### src/rtl/core/twodm_pkg.sv
package twodm_pkg;

   localparam int NUM_WHEELS = 3;
   localparam int WHEEL_ANGLE [NUM_WHEELS] = '{150, 30, 270};

   localparam int FULL_TURN     = 360;
   localparam int HALF_TURN     = 180;
   localparam int QUARTER_TURN  = 90;
   localparam int THREE_QUARTER = 270;
   // keeps wheel - heading positive for any 10-bit heading
   localparam int ANGLE_BIAS    = 720;

   localparam int HEADING_W = 10;
   localparam int SPEED_W   = 9;
   localparam int DUTY_W    = 8;
   localparam int ANG_W     = 11;   // biased angle, below 2048
   localparam int RED_W     = 9;    // angle mod 360
   localparam int FOLD_W    = 7;    // folded angle 0..90
   localparam int VAL_W     = 11;   // signed wheel value, +-512
   localparam int MAG_W     = 10;   // wheel magnitude, up to 512
   localparam int NUM_W     = 17;   // magnitude * limit

   localparam int DIV_STAGES  = 4;
   localparam int DIV_STEP    = 2;  // quotient bits per divider stage
   localparam int DIV_FIRST   = 5;  // pipe index of first divider stage
   localparam int PIPE_STAGES = DIV_FIRST + DIV_STAGES;

   localparam logic [DUTY_W-1:0] DUTY_LIMIT_RESET = 8'd100;

   localparam longint unsigned PI_Q30 = 64'd3373259426;
   localparam int TAYLOR_TERMS = 12;
   localparam longint unsigned TAYLOR_DIV [TAYLOR_TERMS] =
      '{64'd2, 64'd12, 64'd30, 64'd56, 64'd90, 64'd132,
        64'd182, 64'd240, 64'd306, 64'd380, 64'd462, 64'd552};

   // cosine magnitude of r degrees (0..90), rounded to frac_bits fraction bits
   function automatic longint unsigned cos_q_mag(input int r, input int frac_bits);
      longint unsigned x;
      longint unsigned x2;
      longint unsigned term;
      longint signed   sum;
      longint unsigned c;
      x    = (64'(r) * PI_Q30 + 64'd90) / 64'd180;
      x2   = (x * x + (64'd1 << 29)) >> 30;
      term = 64'd1 << 30;
      sum  = 64'sd1 <<< 30;
      for (int n = 0; n < TAYLOR_TERMS; n++) begin
         term = ((term * x2) >> 30) / TAYLOR_DIV[n];
         if ((n % 2) == 0) begin
            sum = sum - longint'(term);
         end else begin
            sum = sum + longint'(term);
         end
      end
      if (sum < 0) begin
         sum = 0;
      end
      c = (longint'(unsigned'(sum)) + (64'd1 << (29 - frac_bits))) >> (30 - frac_bits);
      return c;
   endfunction

endpackage

### src/rtl/core/three_wheel_omni_drive_mixer.sv
// Throughput: one word per cycle; a full stage holds while the next one stalls.
// Stages: angle fold, cosine table, speed multiply, correction and magnitude,
// max and rescale multiply, then four stages of a 2-bit-per-stage divider.
// Reset: clears all stage valids; duty_limit returns to 100.
module three_wheel_omni_drive_mixer import twodm_pkg::*; #(
   parameter int COS_FRAC_BITS = 15
) (
   input  logic                        clock,
   input  logic                        reset,
   input  logic                        req_valid,
   output logic                        req_ready,
   input  logic signed [HEADING_W-1:0] req_heading_deg,
   input  logic signed [SPEED_W-1:0]   req_speed,
   input  logic signed [SPEED_W-1:0]   req_correction,
   input  logic                        req_turn_right,
   output logic                        rsp_valid,
   input  logic                        rsp_ready,
   output logic [DUTY_W-1:0]           rsp_wheel_a_duty,
   output logic [DUTY_W-1:0]           rsp_wheel_b_duty,
   output logic [DUTY_W-1:0]           rsp_wheel_c_duty,
   output logic                        rsp_wheel_a_fwd,
   output logic                        rsp_wheel_b_fwd,
   output logic                        rsp_wheel_c_fwd,
   input  logic                        csr_wr_en,
   input  logic [DUTY_W-1:0]           csr_wr_data
);

   localparam int CW     = COS_FRAC_BITS + 1;
   localparam int PROD_W = CW + SPEED_W;

   logic [DUTY_W-1:0]      duty_limit_ff;
   logic [PIPE_STAGES-1:0] valid_ff;
   logic [PIPE_STAGES-1:0] en;

   // stage 1
   logic [FOLD_W-1:0]         fold_in  [NUM_WHEELS];
   logic                      cneg_in  [NUM_WHEELS];
   logic [FOLD_W-1:0]         fold_ff  [NUM_WHEELS];
   logic                      cneg_ff  [NUM_WHEELS];
   logic [SPEED_W-1:0]        sabs_in;
   logic [SPEED_W-1:0]        sabs1_ff;
   logic                      sneg1_ff;
   logic signed [SPEED_W-1:0] corr1_ff;
   logic                      right1_ff;
   // stage 2
   logic [CW-1:0]             cmag_in  [NUM_WHEELS];
   logic [CW-1:0]             cmag_ff  [NUM_WHEELS];
   logic                      sign2_ff [NUM_WHEELS];
   logic [SPEED_W-1:0]        sabs2_ff;
   logic signed [SPEED_W-1:0] corr2_ff;
   logic                      right2_ff;
   // stage 3
   logic [PROD_W-1:0]         prod_ff  [NUM_WHEELS];
   logic                      sign3_ff [NUM_WHEELS];
   logic signed [SPEED_W-1:0] corr3_ff;
   logic                      right3_ff;
   // stage 4
   logic [MAG_W-1:0]          mag_in   [NUM_WHEELS];
   logic                      fwd_in   [NUM_WHEELS];
   logic [MAG_W-1:0]          mag_ff   [NUM_WHEELS];
   // direction bits, from stage 4 to the output
   logic                      fwd_ff   [DIV_STAGES+2][NUM_WHEELS];
   // stage 5
   logic [NUM_W-1:0]          num_in   [NUM_WHEELS];
   logic [MAG_W-1:0]          den_in;
   logic [NUM_W-1:0]          num_ff   [NUM_WHEELS];
   logic [MAG_W-1:0]          den_ff;
   logic [DUTY_W-1:0]         duty     [NUM_WHEELS];

   always_ff @(posedge clock) begin
      if (reset) begin
         duty_limit_ff <= DUTY_LIMIT_RESET;
      end else if (csr_wr_en) begin
         duty_limit_ff <= csr_wr_data;
      end
   end

   // a stage moves when it is empty or the stage after it moves
   always_comb begin
      en[PIPE_STAGES-1] = !valid_ff[PIPE_STAGES-1] || rsp_ready;
      for (int k = PIPE_STAGES - 2; k >= 0; k--) begin
         en[k] = !valid_ff[k] || en[k+1];
      end
   end

   assign req_ready = en[0];
   assign rsp_valid = valid_ff[PIPE_STAGES-1];

   always_ff @(posedge clock) begin
      if (reset) begin
         valid_ff <= '0;
      end else begin
         if (en[0]) begin
            valid_ff[0] <= req_valid;
         end
         for (int k = 1; k < PIPE_STAGES; k++) begin
            if (en[k]) begin
               valid_ff[k] <= valid_ff[k-1];
            end
         end
      end
   end

   // stage 1: wheel angle minus heading, mod 360, folded into the first quadrant
   always_comb begin
      logic [ANG_W-1:0] raw;
      logic [RED_W-1:0] ang;
      for (int w = 0; w < NUM_WHEELS; w++) begin
         raw = ANG_W'(WHEEL_ANGLE[w] + ANGLE_BIAS) - ANG_W'(req_heading_deg);
         if (raw >= ANG_W'(4 * FULL_TURN)) begin
            ang = RED_W'(raw - ANG_W'(4 * FULL_TURN));
         end else if (raw >= ANG_W'(3 * FULL_TURN)) begin
            ang = RED_W'(raw - ANG_W'(3 * FULL_TURN));
         end else if (raw >= ANG_W'(2 * FULL_TURN)) begin
            ang = RED_W'(raw - ANG_W'(2 * FULL_TURN));
         end else if (raw >= ANG_W'(FULL_TURN)) begin
            ang = RED_W'(raw - ANG_W'(FULL_TURN));
         end else begin
            ang = RED_W'(raw);
         end
         if (ang <= RED_W'(QUARTER_TURN)) begin
            fold_in[w] = FOLD_W'(ang);
            cneg_in[w] = 1'b0;
         end else if (ang <= RED_W'(HALF_TURN)) begin
            fold_in[w] = FOLD_W'(RED_W'(HALF_TURN) - ang);
            cneg_in[w] = 1'b1;
         end else if (ang <= RED_W'(THREE_QUARTER)) begin
            fold_in[w] = FOLD_W'(ang - RED_W'(HALF_TURN));
            cneg_in[w] = 1'b1;
         end else begin
            fold_in[w] = FOLD_W'(RED_W'(FULL_TURN) - ang);
            cneg_in[w] = 1'b0;
         end
      end
      sabs_in = req_speed[SPEED_W-1] ? SPEED_W'(-req_speed) : SPEED_W'(req_speed);
   end

   always_ff @(posedge clock) begin
      if (en[0]) begin
         fold_ff   <= fold_in;
         cneg_ff   <= cneg_in;
         sabs1_ff  <= sabs_in;
         sneg1_ff  <= req_speed[SPEED_W-1];
         corr1_ff  <= req_correction;
         right1_ff <= req_turn_right;
      end
   end

   // stage 2: cosine magnitude
   for (genvar w = 0; w < NUM_WHEELS; w++) begin : g_cos
      twodm_cos_lut #(
         .COS_FRAC_BITS(COS_FRAC_BITS)
      ) u_cos_lut (
         .fold    (fold_ff[w]),
         .cos_mag (cmag_in[w])
      );
   end

   always_ff @(posedge clock) begin
      if (en[1]) begin
         cmag_ff   <= cmag_in;
         for (int w = 0; w < NUM_WHEELS; w++) begin
            sign2_ff[w] <= cneg_ff[w] ^ sneg1_ff;
         end
         sabs2_ff  <= sabs1_ff;
         corr2_ff  <= corr1_ff;
         right2_ff <= right1_ff;
      end
   end

   // stage 3: |cos| * |speed|
   always_ff @(posedge clock) begin
      if (en[2]) begin
         for (int w = 0; w < NUM_WHEELS; w++) begin
            prod_ff[w] <= PROD_W'(cmag_ff[w]) * PROD_W'(sabs2_ff);
         end
         sign3_ff  <= sign2_ff;
         corr3_ff  <= corr2_ff;
         right3_ff <= right2_ff;
      end
   end

   // stage 4: truncate toward zero, apply correction, split into sign and magnitude
   always_comb begin
      logic signed [VAL_W-1:0] v;
      logic signed [VAL_W-1:0] cx;
      logic signed [VAL_W-1:0] sum;
      cx = VAL_W'(corr3_ff);
      for (int w = 0; w < NUM_WHEELS; w++) begin
         v = VAL_W'({1'b0, prod_ff[w][PROD_W-1:COS_FRAC_BITS]});
         if (sign3_ff[w]) begin
            v = -v;
         end
         sum       = right3_ff ? v + cx : v - cx;
         fwd_in[w] = !sum[VAL_W-1];
         mag_in[w] = sum[VAL_W-1] ? MAG_W'(-sum) : MAG_W'(sum);
      end
   end

   always_ff @(posedge clock) begin
      if (en[3]) begin
         mag_ff    <= mag_in;
      end
   end

   // stage 5: largest magnitude picks the divisor; unscaled words divide by one
   always_comb begin
      logic [MAG_W-1:0] max_mag;
      logic             scale;
      max_mag = mag_ff[0];
      for (int w = 1; w < NUM_WHEELS; w++) begin
         if (mag_ff[w] > max_mag) begin
            max_mag = mag_ff[w];
         end
      end
      scale = max_mag > MAG_W'(duty_limit_ff);
      for (int w = 0; w < NUM_WHEELS; w++) begin
         num_in[w] = scale ? NUM_W'(mag_ff[w]) * NUM_W'(duty_limit_ff)
                           : NUM_W'(mag_ff[w]);
      end
      den_in = scale ? max_mag : MAG_W'(1);
   end

   always_ff @(posedge clock) begin
      if (en[4]) begin
         num_ff    <= num_in;
         den_ff    <= den_in;
      end
   end

   // stages 6..9: division
   for (genvar w = 0; w < NUM_WHEELS; w++) begin : g_div
      twodm_divider u_divider (
         .clock    (clock),
         .stage_en (en[DIV_FIRST +: DIV_STAGES]),
         .num      (num_ff[w]),
         .den      (den_ff),
         .quo      (duty[w])
      );
   end

   // direction bits ride along from stage 4 to the output
   always_ff @(posedge clock) begin
      if (en[3]) begin
         fwd_ff[0] <= fwd_in;
      end
      if (en[4]) begin
         fwd_ff[1] <= fwd_ff[0];
      end
      for (int j = 0; j < DIV_STAGES; j++) begin
         if (en[DIV_FIRST + j]) begin
            fwd_ff[j+2] <= fwd_ff[j+1];
         end
      end
   end

   assign rsp_wheel_a_duty = duty[0];
   assign rsp_wheel_b_duty = duty[1];
   assign rsp_wheel_c_duty = duty[2];
   assign rsp_wheel_a_fwd  = fwd_ff[DIV_STAGES+1][0];
   assign rsp_wheel_b_fwd  = fwd_ff[DIV_STAGES+1][1];
   assign rsp_wheel_c_fwd  = fwd_ff[DIV_STAGES+1][2];

endmodule

### src/rtl/core/twodm_cos_lut.sv
module twodm_cos_lut import twodm_pkg::*; #(
   parameter int COS_FRAC_BITS = 15
) (
   input  logic [FOLD_W-1:0]      fold,
   output logic [COS_FRAC_BITS:0] cos_mag
);

   localparam int CW = COS_FRAC_BITS + 1;

   logic [CW-1:0] cos_rom [QUARTER_TURN+1];

   for (genvar g = 0; g <= QUARTER_TURN; g++) begin : g_rom
      assign cos_rom[g] = CW'(cos_q_mag(g, COS_FRAC_BITS));
   end

   always_comb begin
      if (fold <= FOLD_W'(QUARTER_TURN)) begin
         cos_mag = cos_rom[fold];
      end else begin
         cos_mag = '0;
      end
   end

endmodule

### src/rtl/core/twodm_divider.sv
// restoring divider, DIV_STEP quotient bits per stage; needs num < 2^DUTY_W * den
module twodm_divider import twodm_pkg::*; (
   input  logic                  clock,
   input  logic [DIV_STAGES-1:0] stage_en,
   input  logic [NUM_W-1:0]      num,
   input  logic [MAG_W-1:0]      den,
   output logic [DUTY_W-1:0]     quo
);

   logic [NUM_W-1:0]  rem_ff [DIV_STAGES-1];
   logic [MAG_W-1:0]  den_ff [DIV_STAGES-1];
   logic [DUTY_W-1:0] quo_ff [DIV_STAGES];

   for (genvar s = 0; s < DIV_STAGES; s++) begin : g_stage
      logic [NUM_W-1:0]  rem_src;
      logic [MAG_W-1:0]  den_src;
      logic [DUTY_W-1:0] quo_src;
      logic [NUM_W-1:0]  rem_in;
      logic [DUTY_W-1:0] quo_in;

      if (s == 0) begin : g_head
         assign rem_src = num;
         assign den_src = den;
         assign quo_src = '0;
      end else begin : g_body
         assign rem_src = rem_ff[s-1];
         assign den_src = den_ff[s-1];
         assign quo_src = quo_ff[s-1];
      end

      always_comb begin
         logic [NUM_W:0] trial;
         rem_in = rem_src;
         quo_in = quo_src;
         for (int b = 0; b < DIV_STEP; b++) begin
            trial = {1'b0, rem_in}
                    - ((NUM_W+1)'(den_src) << (DUTY_W - 1 - s * DIV_STEP - b));
            if (!trial[NUM_W]) begin
               rem_in = trial[NUM_W-1:0];
               quo_in[DUTY_W - 1 - s * DIV_STEP - b] = 1'b1;
            end
         end
      end

      always_ff @(posedge clock) begin
         if (stage_en[s]) begin
            quo_ff[s] <= quo_in;
         end
      end

      if (s < DIV_STAGES - 1) begin : g_carry
         always_ff @(posedge clock) begin
            if (stage_en[s]) begin
               rem_ff[s] <= rem_in;
               den_ff[s] <= den_src;
            end
         end
      end
   end

   assign quo = quo_ff[DIV_STAGES-1];

endmodule
### config.mk
export PLATFORM = sky130hd
export DESIGN_NAME = three_wheel_omni_drive_mixer
export DESIGN_NICKNAME = d
export VERILOG_FILES = /design/src/rtl/core/twodm_pkg.sv /design/src/rtl/core/three_wheel_omni_drive_mixer.sv /design/src/rtl/core/twodm_cos_lut.sv /design/src/rtl/core/twodm_divider.sv
export SDC_FILE = /design/constraint.sdc
export NUM_CORES = 2
export LEC_CHECK = 0
export BUFFER_PORTS_ARGS = -buffer_cell sky130_fd_sc_hd__buf_2
export CORE_MARGIN = 4
export CORE_UTILIZATION = 40
export DETAILED_ROUTE_END_ITERATION = 7
export SYNTH_ARGS = -nofsm -noshare
export SYNTH_HDL_FRONTEND = slang
export SYNTH_SLANG_ARGS = --single-unit
### constraint.sdc
create_clock -name clock -period 16.64 [get_ports clock]
set_input_delay 1.664 -clock clock [delete_from_list [all_inputs] [get_ports clock]]
set_output_delay 1.664 -clock clock [all_outputs]
set_load 0.005 [all_outputs]
Word-level counts from Yosys, hierarchy flattened
Memory sizes are Yosys's and may differ from the RTL's. A register that Yosys moved wholly into a read port is not among the register bits.
Index checks and enable logic that the tools add are counted.

word-level totals
  flip-flop bits (word level) = 187
  bits in writable memories = 432
  memory bits (read-only) = 6144
  input port bits = 42
  output and inout bits = 29
  memories kept = 14

memory list
  name                       words  bits a word  rd ports  clocked after memory_dff  write ports  RTL line                            RTL
  (no name shown)            128    16           1         1                         0            twodm_cos_lut.sv:18                 cos_mag = cos_rom[fold];
  (no name shown)            128    16           1         1                         0            twodm_cos_lut.sv:18
  (no name shown)            128    16           1         1                         0            twodm_cos_lut.sv:18
  prod_ff                    3      25           3         0                         3            three_wheel_omni_drive_mixer.sv:53  logic [PROD_W-1:0] prod_ff [NUM_WHEELS];
  g_div[0].u_divider.rem_ff  3      17           3         0                         3            twodm_divider.sv:10                 logic [NUM_W-1:0] rem_ff [DIV_STAGES-1];
  g_div[1].u_divider.rem_ff  3      17           3         0                         3            twodm_divider.sv:10
  8 more memories            n/a    n/a          n/a       n/a                       n/a          n/a

operators by class
  add/sub/neg operators = 61
  multiply operators = 6
  magnitude comparators = 27
  muxes and demuxes = 101
  bitwise gates (word level) = 6
  reduce and logical (&&, ||, !) cells = 24

operators by type and width
  kind                                                                      number
  17-bit 2-to-1 mux                                                         21
  9-bit 2-to-1 mux                                                          12
  10-bit 2-to-1 mux                                                         8
  16-bit by 9-bit multiplier with 25-bit output                             3
  11-bit >= comparator (second input constant)                              6
  11-bit 2-to-1 mux                                                         6
  7-bit 2-to-1 mux                                                          9
  17-bit by 10-bit subtractor with 18-bit output                            3
  17-bit by 11-bit subtractor with 18-bit output                            3
  17-bit by 12-bit subtractor with 18-bit output                            3
  17-bit by 13-bit subtractor with 18-bit output                            3
  17-bit by 14-bit subtractor with 18-bit output                            3
  17-bit by 15-bit subtractor with 18-bit output                            3
  17-bit by 16-bit subtractor with 18-bit output                            3
  17-bit by 17-bit subtractor with 18-bit output                            3
  9-bit subtractor (second input constant)                                  6
  10-bit by 8-bit multiplier with 17-bit output                             3
  1-bit 2-to-1 mux                                                          44
  11-bit by 9-bit adder with 11-bit output                                  3
  11-bit by 10-bit >= comparator with 1-bit output (second input constant)  3
  11-bit by 9-bit >= comparator with 1-bit output (second input constant)   3
  10-bit negation with 11-bit output                                        3
  11-bit by 10-bit subtractor with 11-bit output (first input constant)     3
  11-bit by 9-bit subtractor with 11-bit output                             3
  18 further kinds                                                          65

Logic depth before layout (Yosys ltp)
  word-level depth = 10
  gate-level depth with buffers = 33
  depth with buffers taken out = 29

By module
Synthesis repeated with hierarchy kept, for this count alone.

unflattened totals
  cell total of the unflattened synthesis = 6916
  area total of the unflattened synthesis = 64762.1 sq um

by module, submodules not included
  module                                   times used  cells each  area each (sq um)
  three_wheel_omni_drive_mixer             1           3779        35774.3
  twodm_divider at g_div[0].u_divider ...  2           713         7453.4
  twodm_divider at g_div[2].u_divider      1           721         7433.4
  twodm_cos_lut                            3           330         2215.9

Worst setup path before layout
No wires, ideal clock.

  path type = reg2reg
  start = memory g_div[0].u_divider.den_ff[1][0] (netlist: g_div[0].u_divider.den_ff[0][10])
  end = memory g_div[1].u_divider.rem_ff[2][6] (netlist: g_div[1].u_divider.rem_ff[0][40]), data pin
  setup time = 0.262 ns
  arrival = 6.165 ns
  required time = 16.378 ns
  path slack = 10.213 ns
  stages on the path, launching flop included = 30
  path buffers = 2
  cell sequence = edfxtp_1 ha_1 inv_1 fa_1 a21o_1 a21oi_1 o21ai_0 a21oi_1 o21ai_1 a41o_1 or2_2 nor2_1 clkinv_1 clkbuf_1 o21ai_0 inv_1 ha_1 nor2b_1 o21ai_0 a21boi_0 o21ai_0 a21oi_1 o21ai_0 a21boi_0 nor3_1 o21bai_1 a211oi_1 nand3_1 buf_1 mux2_1

RTL lines
  item             RTL line             RTL
  start, declared  twodm_divider.sv:11  logic [MAG_W-1:0] den_ff [DIV_STAGES-1];
  end, declared    twodm_divider.sv:10

==> impl_metrics.csv <==
group,metric,value,unit
timing,worst_clock_skew,33.1,ps
worst_setup_path,reg2regPathDepth,26,
worst_setup_path,critPathSlowestCell,"o21ai_0",
job,cap_violations,0,
floorplanning,rows,142,
global_routing,antenna_found_initial,1,
run_status,status,"completed",
route,ant_nets,0,
route,routed_wl,158000,µm
hold_path,hold_depth,0,
finish,multi_input_area,40900,µm²
synth,synth_seq_area_share,25.7,%
worst_setup_path,critical-path-top-delay-family,"compound AO/OA/AOI/OAI gates",
hold_path,hold_end,"g_div[0].u_divider.quo_ff[1][7]",
floorplanning,die-height,397,µm
timing,slew_headroom,17.9,%
worst_setup_path,cp-start-kind,"flop",
timing,tightest_slew,1230,ps
synth,yosysWarningCount,0,
clock_tree,clkTransAtPathRegs,60,ps
finish,regArea,15600,µm²
route,vias_per_cell,5.47,
route,vias,47500,
synth,syn_nets,7899,
global_routing,grt_pass1_wl,254000,µm
synth,synth_enable_flop_cells,507,
clock_tree,clock_latency,680,ps
synth,synthCells,6755,
timing,setup_viol,0,
worst_setup_path,worstReg2RegStart,"g_div[0].u_divider.den_ff[0][11]",
worst_setup_path,cp_num_buf_inv,3,
route,wl_per_cell,18.1,µm
clock_tree,post-cts-setup-buffer-count,0,
placement,port_buffers,70,
worst_setup_path,r2r_slack,8910,ps
placement,dp.cells,8573,
finish,nFillCells,14600,
timing,fin_worst_hold_slack,413,ps
clock_tree,cts_hold_buf,0,
finish,final_layout_size_suffix_gt1_share,6.06,%
synth,synth_seq_cells,524,
synth,ys_types,114,
placement,place_hpwl,117000,µm
finish,fin_cells,8688,
route,drtIter0Drc,3372,
global_routing,grt_usage,19.8,%
floorplanning,initial_core_util,40.4,%
hold_path,hp-start,"g_div[0].u_divider.quo_ff[0][7]",
timing,slew_violations,0,
synth,ys.flop_type,"edfxtp_1",
finish,antenna_cells,0,
route,detail_route.first_pass.iterations,7,
worst_setup_path,end_kind,"flop",
worst_setup_path,cpMostUsedCell,"o21ai_0",
placement,gp_congestion,0.873,
hold_path,holdCritPathClass,"reg2reg",
global_routing,grt_max_degree,79,
timing,max_freq,0.129,GHz
synth,async_flop_share,0,%
worst_setup_path,r2r_end,"g_div[1].u_divider.rem_ff[0][41]",
synth,syn-cell-area,60600,µm²
clock_tree,htree_num_levels,2,
clock_tree,root_buffer,"clkbuf_16",
floorplanning,die_x,397,µm
worst_setup_path,crit_fanout,19,
floorplanning,core_area,150000,µm²
route,drcViolationCount,0,
timing,hold_viol,0,
floorplanning,io_pins,71,
finish,areaGrowthSynthToFinish,6.95,%
timing,period_share,46.4,%
global_routing,grt_overflow,0,
timing,finalCriticalPeriod,7730,ps
global_routing,grt_pass1_vias,47700,
worst_setup_path,crit_type,"reg2reg",
floorplanning,die-area,158000,µm²
clock_tree,clock_sinks,524,
worst_setup_path,max_stage_delay,560,ps
worst_setup_path,critPathRequiredTime,17060,ps
worst_setup_path,crit_arrival,8150,ps
clock_tree,cts_max_path_buffers,3,
finish,finalNetCount,7764,
clock_tree,post_cts_resize_count,0,
clock_tree,cts_tree,"yes",
synth,syn_area_per_cell,8.97,µm²
timing,grt_setup_unrepaired,"false",
worst_setup_path,critPathLaunch,"g_div[0].u_divider.den_ff[0][11]",
clock_tree,numCtsBuffers,61,
timing,setup_tns,0,ps
[cells in the final DEF, fill, tap and decap left out, types with 40 or more instances in the layout]
| cell | synthesis | routed |
|---|---|---|
| buf_2 | 14 | 70 |
| mux2_2 | 101 | 101 |
| nor2b_1 | 67 | 67 |
| nor2_1 | 507 | 507 |
| a21o_1 | 80 | 80 |
| a21oi_1 | 376 | 376 |
| xor2_1 | 77 | 77 |
| nand2_1 | 849 | 846 |
| clkbuf_16 | 0 | 61 |
| fa_1 | 459 | 459 |
| nand3_1 | 88 | 86 |
| edfxtp_1 | 507 | 507 |
| mux2i_1 | 75 | 75 |
| and2_1 | 273 | 273 |
| a21boi_0 | 72 | 72 |
| nor3_1 | 81 | 81 |
| o21ai_0 | 394 | 393 |
| o31ai_1 | 47 | 47 |
| a211oi_1 | 41 | 41 |
| inv_1 | 746 | 742 |
| o22ai_1 | 45 | 45 |
| nand2b_1 | 72 | 72 |
| ha_1 | 643 | 643 |
| buf_4 | 5 | 62 |
| o21bai_1 | 40 | 40 |
| o21a_1 | 43 | 43 |
| xnor2_1 | 209 | 209 |
[how the worst max path moves through the flow]
stage | to | cells past startpoint
finish | g_div[1].u_divider.rem_ff[0][41] | 26
global route | g_div[1].u_divider.rem_ff[0][40] | 26
CTS | g_div[1].u_divider.rem_ff[0][41] | 26
detailed placement | g_div[1].u_divider.rem_ff[0][40] | 27
global placement | g_div[1].u_divider.rem_ff[0][40] | 26
floorplan | g_div[1].u_divider.rem_ff[0][40] | 29
[sequential cells by signal, summed over array words and instances (netlist names)]
register and flops:
g_div.u_divider.rem_ff 153, g_div.u_divider.quo_ff 60, num_ff 51, cmag_ff 48, g_div.u_divider.den_ff 30, mag_ff 30
prod_ff 30, fold_ff 19, fwd_ff 18, den_ff 10, corr1_ff 9, corr2_ff 9
corr3_ff 9, sabs1_ff 9, sabs2_ff 9, valid_ff 9, duty_limit_ff 8, cneg_ff 3
sign2_ff 3, sign3_ff 3, right1_ff 1, right2_ff 1, right3_ff 1, sneg1_ff 1
[Yosys cell counts, types with 30 or more instances]
cell | n | area (µm²)
and3_1 | 30 | 188
nand2_1 | 849 | 3190
nor3_1 | 81 | 405
edfxtp_1 | 507 | 15200
mux2_2 | 101 | 1140
inv_1 | 746 | 2800
ha_1 | 643 | 8050
mux2i_1 | 75 | 751
nand2b_1 | 72 | 450
o211ai_1 | 35 | 263
buf_1 | 46 | 173
o31ai_1 | 47 | 353
nor2_1 | 507 | 1900
a211oi_1 | 41 | 308
o22ai_1 | 45 | 282
o21a_1 | 43 | 323
clkbuf_1 | 262 | 983
a31oi_1 | 39 | 244
xor2_1 | 77 | 674
nand3_1 | 88 | 440
fa_1 | 459 | 9190
o21ai_0 | 394 | 1970
o21bai_1 | 40 | 300
xnor2_1 | 209 | 1830
and2_1 | 273 | 1710
a21o_1 | 80 | 601
a21oi_1 | 376 | 1880
a21boi_0 | 72 | 541
nor2b_1 | 67 | 419
[metal layers]
metal  vias to the layer above  track usage [%]  part of all wire (%)
met5                         -                0                     0
met2                      1218             34.3                    48
li1                      22900                -                     -
met3                       263             2.08                   4.8
met4                         0             7.32                   3.7
met1                     23200             25.5                    43
[through the flow]
step                      utilization, %  worst slack [ps]  area, µm²
after floorplan                        -             10210      60600
after global placement              41.8              9080      62700
after detailed placement            41.8              9030      62700
after CTS                           43.2              9000      64800
after global routing                43.2              8050      64800
final                               43.2              8910      64800
[cell families after synthesis]
kind of cell | share of synthesized area [%]
simple gates | 16.0
mux | 3.54
fa+ha+maj | 28.4
flops | 25.7
xor+xnor | 4.19
compound gates | 15.3
buf+inv | 6.89
[cell type report]
| type | count | area share, % |
|---|---|---|
| clock buffers | 74 | 2.46 |
| clock inverters | 41 | 0.824 |
| inverters | 767 | 4.44 |
| multi-input cells | 5134 | 63.1 |
| flip-flops and latches | 524 | 24.0 |
| well taps | 2016 | 3.89 |
| repair buffers | 132 | 1.26 |
Power is left out: the tool's default activity adds up to more than one toggle a clock period on the data nets, which glitch-free logic cannot reach.
